<file path="config.mk">
export PLATFORM = sky130hd
export DESIGN_NAME = word_prefix_emphasis_markup
export DESIGN_NICKNAME = d
export VERILOG_FILES = /design/src/hdl/wpem_pkg.sv /design/src/hdl/word_prefix_emphasis_markup.sv
export SDC_FILE = /design/constraint.sdc
export NUM_CORES = 1
export LEC_CHECK = 0
export ABC_AREA = 1
export BUFFER_PORTS_ARGS = -buffer_cell sky130_fd_sc_hd__buf_4
export CORE_AREA = 2 2 226 228
export DETAILED_ROUTE_END_ITERATION = 8
export DIE_AREA = 0 0 228 230
export MAX_ROUTING_LAYER = met4
export PLACE_DENSITY = 0.72
export SYNTH_ARGS = -nofsm -noshare
export SYNTH_HDL_FRONTEND = slang
export SYNTH_SLANG_ARGS = --single-unit
</file>
<file path="constraint.sdc">
create_clock -name i_clk -period 13.7 [get_ports i_clk]
set_input_delay 1.37 -clock i_clk [delete_from_list [all_inputs] [get_ports i_clk]]
set_output_delay 1.37 -clock i_clk [all_outputs]
set_load 0.005 [all_outputs]
</file>
<file path="src/hdl/wpem_pkg.sv">
// ----------------------------------------------------------------------------
// wpem_pkg
// shared types, constants and byte classification helpers for the
// bold-prefix markup block
// ----------------------------------------------------------------------------
package wpem_pkg;

    // default word buffer depth in bytes
    localparam int WORD_BYTES_MAX_DEF = 48;

    // emphasis mode codes
    localparam logic [1:0] MODE_OFF    = 2'd0;
    localparam logic [1:0] MODE_NORMAL = 2'd1;
    localparam logic [1:0] MODE_SUBTLE = 2'd2;

    // tag characters
    localparam logic [7:0] CH_LT    = 8'h3C;
    localparam logic [7:0] CH_GT    = 8'h3E;
    localparam logic [7:0] CH_B     = 8'h62;
    localparam logic [7:0] CH_SLASH = 8'h2F;

    typedef struct packed {
        logic [7:0] in_byte;
        logic       end_of_text;
    } t_in_word;

    typedef struct packed {
        logic [7:0] out_byte;
        logic       run_last;
        logic       text_done;
        logic       word_overlong;
    } t_out_word;

    // space, tab, line feed, vertical tab, form feed, return
    function automatic logic is_space_byte(input logic [7:0] b);
        return (b == 8'h20) || (b inside {[8'h09:8'h0D]});
    endfunction

    // trailing punctuation set
    function automatic logic is_punct_byte(input logic [7:0] b);
        return b inside {8'h2E, 8'h2C, 8'h21, 8'h3F, 8'h3B, 8'h3A,
                         8'h22, 8'h27, 8'h29, 8'h5D, 8'h7D};
    endfunction

    // utf-8 sequence length from a lead byte, invalid leads count as one
    function automatic logic [2:0] lead_len(input logic [7:0] b);
        logic [2:0] len;
        if (b[7] == 1'b0) begin
            len = 3'd1;
        end else if ((b & 8'hE0) == 8'hC0) begin
            len = 3'd2;
        end else if ((b & 8'hF0) == 8'hE0) begin
            len = 3'd3;
        end else if ((b & 8'hF8) == 8'hF0) begin
            len = 3'd4;
        end else begin
            len = 3'd1;
        end
        return len;
    endfunction

    // number of bold characters; third taken as multiply by 43/128
    function automatic logic [7:0] prefix_chars(input logic [7:0] len,
                                                input logic [1:0] mode);
        logic [13:0] prod;
        logic [7:0]  n;
        prod = (14'(len) + 14'd2) * 14'd43;
        n    = 8'd0;
        if (len == 8'd0) begin
            n = 8'd0;
        end else if (mode == MODE_NORMAL) begin
            n = (len <= 8'd2) ? len : 8'((9'(len) + 9'd1) >> 1);
        end else if (mode == MODE_SUBTLE) begin
            n = (len <= 8'd2) ? 8'd1 : {1'b0, prod[13:7]};
        end
        return n;
    endfunction

    function automatic logic [7:0] open_tag_byte(input logic [1:0] i);
        logic [7:0] c;
        case (i)
            2'd0:    c = CH_LT;
            2'd1:    c = CH_B;
            default: c = CH_GT;
        endcase
        return c;
    endfunction

    function automatic logic [7:0] close_tag_byte(input logic [1:0] i);
        logic [7:0] c;
        case (i)
            2'd0:    c = CH_LT;
            2'd1:    c = CH_SLASH;
            2'd2:    c = CH_B;
            default: c = CH_GT;
        endcase
        return c;
    endfunction

endpackage

</file>
<file path="src/hdl/word_prefix_emphasis_markup.sv">
// ----------------------------------------------------------------------------
// word_prefix_emphasis_markup
// bolds the leading characters of each word of a utf-8 byte stream
// ----------------------------------------------------------------------------
// input: one text byte per word (i_in_word) with an end of text flag, taken
//   when i_in_valid is high and o_in_stall is low
// output: one marked-up byte per word (o_out_word), taken when o_out_valid
//   is high and i_out_stall is low; run_last marks the last byte caused by
//   an input word, text_done the last byte of the text
// config: i_cfg_wr_en / i_cfg_wr_data write the emphasis mode while idle
// timing: a word's output leaves one byte per cycle while the output is not
//   stalled, word bytes from the single read port of the word buffer, with
//   a pause before a close tag that has word bytes after it; a byte that is
//   only buffered produces no output
// reset: buffer empty, mode normal, output register empty; only the fill
//   count is cleared, not the buffer contents
// stall: the output register holds its word, the flush pauses and the input
//   stays stalled until the flush is done
// ----------------------------------------------------------------------------
module word_prefix_emphasis_markup #(
    parameter int WORD_BYTES_MAX = wpem_pkg::WORD_BYTES_MAX_DEF
) (
    input  logic                i_clk,
    input  logic                i_rst_n,
    input  logic                i_cfg_wr_en,
    input  logic [1:0]          i_cfg_wr_data,
    input  logic                i_in_valid,
    output logic                o_in_stall,
    input  wpem_pkg::t_in_word  i_in_word,
    output logic                o_out_valid,
    input  logic                i_out_stall,
    output wpem_pkg::t_out_word o_out_word
);
    import wpem_pkg::*;

    // address, count and walk position widths
    localparam int AW = (WORD_BYTES_MAX > 1) ? $clog2(WORD_BYTES_MAX) : 1;
    localparam int CW = $clog2(WORD_BYTES_MAX + 1);
    localparam int WW = $clog2(WORD_BYTES_MAX + 4);
    localparam logic [CW-1:0] DEPTH = CW'(WORD_BYTES_MAX);

    typedef enum logic [2:0] {
        S_IDLE,
        S_OPEN,
        S_BODY,
        S_CLOSE,
        S_TAIL
    } t_state;

    // word buffer
    logic [7:0]    r_mem [WORD_BYTES_MAX];
    logic [7:0]    r_mem_q;
    logic          r_fwd_hit;
    logic [7:0]    r_fwd_data;
    logic          mem_we;
    logic [AW-1:0] mem_wa;
    logic [7:0]    mem_wd;
    logic [AW-1:0] mem_ra;
    logic [7:0]    rd_byte;

    // word tracking state
    logic [1:0]    r_mode, n_mode;
    logic [CW-1:0] r_count, n_count;
    logic [CW-1:0] r_core, n_core;
    logic [CW-1:0] r_chars_core, n_chars_core;
    logic [WW-1:0] r_walk, n_walk;
    logic [CW-1:0] r_starts, n_starts;
    logic          r_overlong, n_overlong;

    // flush sequencer
    t_state        r_state, n_state;
    logic [CW-1:0] r_idx, n_idx;
    logic [1:0]    r_tag, n_tag;
    logic [WW-1:0] r_fnext, n_fnext;
    logic [CW-1:0] r_seen, n_seen;
    logic [CW-1:0] r_n, n_n;
    logic          r_marked, n_marked;
    logic          r_tag_done, n_tag_done;
    logic          r_raw_flag, n_raw_flag;
    logic          r_has_tail, n_has_tail;
    logic [7:0]    r_tail_byte, n_tail_byte;
    logic          r_tail_flag, n_tail_flag;
    logic          r_eot, n_eot;

    // output register
    logic          r_out_valid, n_out_valid;
    t_out_word     r_out, n_out;

    // accept-time decode
    logic          in_accept;
    logic          emit_ok;
    logic          marking;
    logic          do_flush;
    logic          at_tag;
    logic          body_end;
    logic          last;
    logic [CW-1:0] idx_inc;

    assign o_in_stall  = (r_state != S_IDLE);
    assign in_accept   = i_in_valid && (r_state == S_IDLE);
    assign emit_ok     = !r_out_valid || !i_out_stall;
    assign o_out_valid = r_out_valid;
    assign o_out_word  = r_out;
    assign rd_byte     = r_fwd_hit ? r_fwd_data : r_mem_q;
    assign mem_ra      = (n_idx < DEPTH) ? n_idx[AW-1:0] : '0;
    assign idx_inc     = r_idx + CW'(1);

    // buffer: one write, one registered read, write forwarded on a match
    always_ff @(posedge i_clk) begin
        if (mem_we) begin
            r_mem[mem_wa] <= mem_wd;
        end
        r_mem_q    <= r_mem[mem_ra];
        r_fwd_hit  <= mem_we && (mem_wa == mem_ra);
        r_fwd_data <= mem_wd;
    end

    always_comb begin
        n_mode       = i_cfg_wr_en ? i_cfg_wr_data : r_mode;
        n_count      = r_count;
        n_core       = r_core;
        n_chars_core = r_chars_core;
        n_walk       = r_walk;
        n_starts     = r_starts;
        n_overlong   = r_overlong;
        n_state      = r_state;
        n_idx        = r_idx;
        n_tag        = r_tag;
        n_fnext      = r_fnext;
        n_seen       = r_seen;
        n_n          = r_n;
        n_marked     = r_marked;
        n_tag_done   = r_tag_done;
        n_raw_flag   = r_raw_flag;
        n_has_tail   = r_has_tail;
        n_tail_byte  = r_tail_byte;
        n_tail_flag  = r_tail_flag;
        n_eot        = r_eot;
        n_out_valid  = r_out_valid && i_out_stall;
        n_out        = r_out;
        mem_we       = 1'b0;
        mem_wa       = r_count[AW-1:0];
        mem_wd       = i_in_word.in_byte;
        marking      = (r_mode == MODE_NORMAL) || (r_mode == MODE_SUBTLE);
        do_flush     = 1'b0;
        at_tag       = 1'b0;
        body_end     = 1'b0;
        last         = 1'b0;

        case (r_state)
            S_IDLE: begin
                if (in_accept) begin
                    n_marked    = 1'b0;
                    n_raw_flag  = 1'b0;
                    n_has_tail  = 1'b0;
                    n_tail_flag = 1'b0;
                    if (!marking) begin
                        // off mode: dump the buffer raw, then the byte
                        do_flush   = 1'b1;
                        n_has_tail = 1'b1;
                        n_overlong = 1'b0;
                    end else if (is_space_byte(i_in_word.in_byte)) begin
                        do_flush   = 1'b1;
                        n_marked   = 1'b1;
                        n_has_tail = 1'b1;
                        n_overlong = 1'b0;
                    end else if (r_overlong) begin
                        n_has_tail  = 1'b1;
                        n_tail_flag = 1'b1;
                        n_overlong  = !i_in_word.end_of_text;
                    end else if (r_count < DEPTH) begin
                        // buffer the byte and track lead bytes and the core
                        mem_we  = 1'b1;
                        n_count = r_count + CW'(1);
                        if (WW'(r_count) == r_walk) begin
                            n_starts = r_starts + CW'(1);
                            n_walk   = WW'(r_count) + WW'(lead_len(i_in_word.in_byte));
                        end
                        if (!is_punct_byte(i_in_word.in_byte)) begin
                            n_core       = r_count + CW'(1);
                            n_chars_core = n_starts;
                        end
                        do_flush = i_in_word.end_of_text;
                        n_marked = 1'b1;
                    end else begin
                        // buffer full: dump flagged and pass the rest
                        do_flush    = 1'b1;
                        n_raw_flag  = 1'b1;
                        n_has_tail  = 1'b1;
                        n_tail_flag = 1'b1;
                        n_overlong  = !i_in_word.end_of_text;
                    end

                    n_n = CW'(prefix_chars(8'(n_chars_core), r_mode));
                    if (n_marked && (n_n == '0)) begin
                        n_marked = 1'b0;
                    end

                    n_idx       = '0;
                    n_fnext     = '0;
                    n_seen      = '0;
                    n_tag       = '0;
                    n_tag_done  = 1'b0;
                    n_tail_byte = i_in_word.in_byte;
                    n_eot       = i_in_word.end_of_text;

                    if (do_flush && (n_count != '0)) begin
                        n_state = n_marked ? S_OPEN : S_BODY;
                    end else if (n_has_tail) begin
                        n_state = S_TAIL;
                    end else begin
                        n_state = S_IDLE;
                    end
                end
            end

            S_OPEN: begin
                if (emit_ok) begin
                    n_out_valid           = 1'b1;
                    n_out.out_byte        = open_tag_byte(r_tag);
                    n_out.word_overlong   = 1'b0;
                    n_out.run_last        = 1'b0;
                    n_out.text_done       = 1'b0;
                    if (r_tag == 2'd2) begin
                        n_tag   = '0;
                        n_state = S_BODY;
                    end else begin
                        n_tag = r_tag + 2'd1;
                    end
                end
            end

            S_BODY: begin
                // close tag goes in front of this byte once n chars are out
                // or the trailing punctuation starts
                at_tag = r_marked && !r_tag_done &&
                         (((WW'(r_idx) == r_fnext) && (r_seen == r_n)) ||
                          (r_idx == r_core));
                if (at_tag) begin
                    n_state = S_CLOSE;
                end else if (emit_ok) begin
                    body_end            = (idx_inc == r_count);
                    last                = body_end && !(r_marked && !r_tag_done) &&
                                          !r_has_tail;
                    n_out_valid         = 1'b1;
                    n_out.out_byte      = rd_byte;
                    n_out.word_overlong = r_raw_flag;
                    n_out.run_last      = last;
                    n_out.text_done     = last && r_eot;
                    n_idx               = idx_inc;
                    if (WW'(r_idx) == r_fnext) begin
                        n_seen  = r_seen + CW'(1);
                        n_fnext = WW'(r_idx) + WW'(lead_len(rd_byte));
                    end
                    if (body_end) begin
                        if (r_marked && !r_tag_done) begin
                            n_state = S_CLOSE;
                        end else begin
                            n_count      = '0;
                            n_core       = '0;
                            n_chars_core = '0;
                            n_walk       = '0;
                            n_starts     = '0;
                            n_state      = r_has_tail ? S_TAIL : S_IDLE;
                        end
                    end
                end
            end

            S_CLOSE: begin
                if (emit_ok) begin
                    body_end            = (r_tag == 2'd3) && (r_idx == r_count);
                    last                = body_end && !r_has_tail;
                    n_out_valid         = 1'b1;
                    n_out.out_byte      = close_tag_byte(r_tag);
                    n_out.word_overlong = 1'b0;
                    n_out.run_last      = last;
                    n_out.text_done     = last && r_eot;
                    if (r_tag == 2'd3) begin
                        n_tag      = '0;
                        n_tag_done = 1'b1;
                        if (body_end) begin
                            n_count      = '0;
                            n_core       = '0;
                            n_chars_core = '0;
                            n_walk       = '0;
                            n_starts     = '0;
                            n_state      = r_has_tail ? S_TAIL : S_IDLE;
                        end else begin
                            n_state = S_BODY;
                        end
                    end else begin
                        n_tag = r_tag + 2'd1;
                    end
                end
            end

            S_TAIL: begin
                if (emit_ok) begin
                    n_out_valid         = 1'b1;
                    n_out.out_byte      = r_tail_byte;
                    n_out.word_overlong = r_tail_flag;
                    n_out.run_last      = 1'b1;
                    n_out.text_done     = r_eot;
                    n_state             = S_IDLE;
                end
            end

            default: begin
                n_state = S_IDLE;
            end
        endcase
    end

    always_ff @(posedge i_clk) begin
        if (!i_rst_n) begin
            r_mode       <= MODE_NORMAL;
            r_count      <= '0;
            r_core       <= '0;
            r_chars_core <= '0;
            r_walk       <= '0;
            r_starts     <= '0;
            r_overlong   <= 1'b0;
            r_state      <= S_IDLE;
            r_out_valid  <= 1'b0;
        end else begin
            r_mode       <= n_mode;
            r_count      <= n_count;
            r_core       <= n_core;
            r_chars_core <= n_chars_core;
            r_walk       <= n_walk;
            r_starts     <= n_starts;
            r_overlong   <= n_overlong;
            r_state      <= n_state;
            r_out_valid  <= n_out_valid;
        end
        r_idx       <= n_idx;
        r_tag       <= n_tag;
        r_fnext     <= n_fnext;
        r_seen      <= n_seen;
        r_n         <= n_n;
        r_marked    <= n_marked;
        r_tag_done  <= n_tag_done;
        r_raw_flag  <= n_raw_flag;
        r_has_tail  <= n_has_tail;
        r_tail_byte <= n_tail_byte;
        r_tail_flag <= n_tail_flag;
        r_eot       <= n_eot;
        r_out       <= n_out;
    end

endmodule

</file>
==> metrics <==
post-synthesis cell count=2351; post-synthesis sequential area ratio=60.7%; Vias per Instance=5.41; worst skew pair latency=0.62 ns; CP Capture Point=r_state[1]; syn_area_per_cell=9.87 µm²; Worst path max stage delay=0.54 ns; cell taking the most area after synthesis=edfxtp_1; Setup Skew=0.0512 ns; first-pass GRT wire length=87700 µm; worst hold slack=0.456 ns; Port Buf Inserts=28; io pins=29; Buf/Inv on CP=5; unrepaired setup endpoints after global routing=no; Pint=3260 µW; CTS Buf Count=50; Sw Ratio=41.5%; WS Path Type=in2reg; Setup WS post-layout=7.03 ns; Max Cap Viol=0; CTS clk-pin slew, worst paths=0.06 ns; Reg-to-Reg End=r_state[1]; drt pass-1 iters=5; Layout area overhead=9.19%; Post-DP Area=0.0238 mm²; final wirelength=56000 µm; setup bufs post-CTS=0; Mapped Nets=2426; total power=5580 µW; fmax=0.150 GHz; hold_buf cts=0; Post-DRT Antenna Nets=0; worst hold-check path type=reg2reg; P per Cell Area=220 mW/mm²; Least-Margin Pin Slew=1.13 ns; area of the multi-input gates=0.00742 mm²; Synth top area share=55.5%; Site Rows=82; Clock H-tree levels=2; Area contributors post-synth=edfxtp_1, nand2_1, nor2_1; maximum clock path buffer count=3; combinational power share=43.1%; crit path DAT=7.08 ns; distinct cell type count after synthesis=54; fillcell total=4417; Reg2Reg Depth=33; total track usage=21.9%; clock power share=23.4%; 1st-iter DRT viols=1812; Root Driver=clkbuf_16; Max Slew Vio Count=0; fraction of layout instances using a drive strength above 1=6.52%; clk sink count=489; GR Overflow Total=0; Seq cells post-synth=489; Resized cells post-CTS=0; die height=230 µm; most used cell, CP=nand2_1; Setup crit end kind=register; switching pwr=2320 µW; leakage=0.00999 µW; Max IR drop VDD=0.217 mV; Post-layout nets=2415; period utilization=48.7%; Place WS=6.49 ns; largest net degree at the start of global routing=102; Die X=228 µm; Die Footprint=0.0524 mm²; Mapped Area=0.0232 mm²; sequential fraction of design power=33.5%; RD Place Congestion=0.925; Worst R2R Setup Slack=7.09 ns; crit-path max FO=55; core footprint=0.0499 mm²; WP depth=34; Final min period=6.67 ns; CP startpoint=i_in_word[3]; status=finished clean; DRC violation count after routing=0; post-route cell area=0.0253 mm²; DPL Wire Length=35100 µm; Fin Setup TNS=0 ns; initial antenna violation count=1; Rel. slew slack=24.4%; vias=16.5k; routed length per instance=18.4 µm; Critical Path Slowest Stage Cell=fa_1; starting density of the core=46.5%; CTS tree=built; Startpoint Class=input pin; number of global-route vias before repair=15.8k; ys async rst share=0%; top_reg_cell synth=edfxtp_1; Worst EP required=14.11 ns; Synth Warn #=0; critical path's top delay family=adder cells; worst r2r src=mem_wa[1]; register area=0.0141 mm²; Hold Fails Final Rpt=0; count of final setup violators=0; Post-synth EDFFs=429
## registers in the layout (all words and copies together), names as in the netlist, 2 cells and up
signal / cells
r_mem: 384
o_out_word: 11
r_fwd_data: 8
r_mem_q: 8
r_tail_byte: 8
mem_wa: 6
r_chars_core: 6
r_core: 6
r_fnext: 6
r_idx: 6
r_n: 6
r_seen: 6
r_starts: 6
r_walk: 6
r_state: 3
r_mode: 2
r_tag: 2
## synthesized netlist by cell type, types with 31 or more instances
master	number
nand3_1	228
a21oi_1	64
nor2_1	343
buf_2	32
edfxtp_1	429
ha_1	51
dfxtp_1	60
o21ai_0	78
o211ai_1	64
buf_4	31
inv_1	283
o21ai_1	58
nand2_1	422
## per-layer routing
layer	global-route usage (%)	wire (µm)
met5	-	0
met3	2.84	3650
met1	28.8	24000
met2	35.1	26600
met4	7.76	1740
## metrics by stage
| step | utilization (%) | cells |
|---|---|---|
| floorplan | - | 2351 |
| global placement | 47.7 | 2960 |
| detailed placement | 47.7 | 2960 |
| CTS | 50.8 | 3049 |
| global route | 50.8 | 3050 |
| finish | 50.8 | 3050 |
## power by group through the flow
| stage | sequential (µW) | combinational (µW) | clock (µW) |
|---|---|---|---|
| final | 1870 | 2410 | 1310 |
| after global routing | 1880 | 2720 | 1380 |
| after CTS | 1870 | 2400 | 1320 |
| after detailed placement | 1900 | 2380 | 0 |
| after global placement | 1890 | 2340 | 0 |
| after floorplan | 1860 | 1820 | 0 |
## layout by cell type (no fill, tap or decap), types with 3 or more instances in the layout
cell / Yosys / layout
xor2_1: 22 / 22
ha_1: 51 / 51
o22ai_1: 7 / 7
o21ai_1: 58 / 58
clkinv_1: 2 / 4
mux2i_1: 4 / 4
buf_4: 31 / 37
o21ai_2: 6 / 6
inv_2: 16 / 16
o21a_1: 5 / 5
xnor2_1: 12 / 12
clkbuf_1: 29 / 14
o211ai_1: 64 / 64
nand4_1: 14 / 14
fa_1: 8 / 8
edfxtp_1: 429 / 429
nand3b_1: 3 / 3
clkinv_2: 1 / 13
nand3_1: 228 / 228
nand2_2: 7 / 6
nand2_1: 422 / 422
clkbuf_8: 0 / 3
nor2_1: 343 / 343
clkbuf_16: 0 / 50
o21ai_4: 3 / 3
dfxtp_1: 60 / 60
a211oi_1: 8 / 8
o2111ai_1: 7 / 7
a21oi_1: 64 / 64
nor3_1: 16 / 16
o21ai_0: 78 / 78
inv_1: 283 / 283
## area by class of cell
cell class | count | share of cell area [%]
antenna | 1 | 0.00988
clock buffer | 67 | 5.31
sequential | 489 | 55.6
clock inverter | 22 | 0.835
inverter | 304 | 4.53
multi-input combinational | 1458 | 29.3
tap | 672 | 3.32
timing repair buffer | 37 | 1.10
## how the worst min path moves through the flow
stage              start         to  slack [ns]  cells after the start
6_report       r_core[5]  r_core[5]        0.46                      2
5_1_grt        r_core[5]  r_core[5]        0.47                      2
4_1_cts        r_core[5]  r_core[5]        0.46                      2
3_5_place_dp   r_core[5]  r_core[5]        0.45                      2
3_3_place_gp   r_walk[4]  r_walk[4]        0.45                      2
2_1_floorplan  r_core[5]  r_core[5]        0.44                      2
## worst min-delay path, cell delays in order (launching register included)
cell and delay [ns]:
dfxtp_1 0.31, inv_1 0.05, a21oi_1 0.05
## logic make-up (layout without fill, tap and decap cells)
group           count (synthesis)  count (layout)  synth area share, %
compound gates                314             314                 8.20
xor+xnor                       34              34                 1.28
fa+ha+maj                      59              59                 3.44
buf+inv                       404             430                 7.40
flops                         489             489                 60.7
mux                             4               4                0.173
other cells                     0               1                    0
simple gates                 1047            1047                 18.8
(Power assumes the default switching activity.)
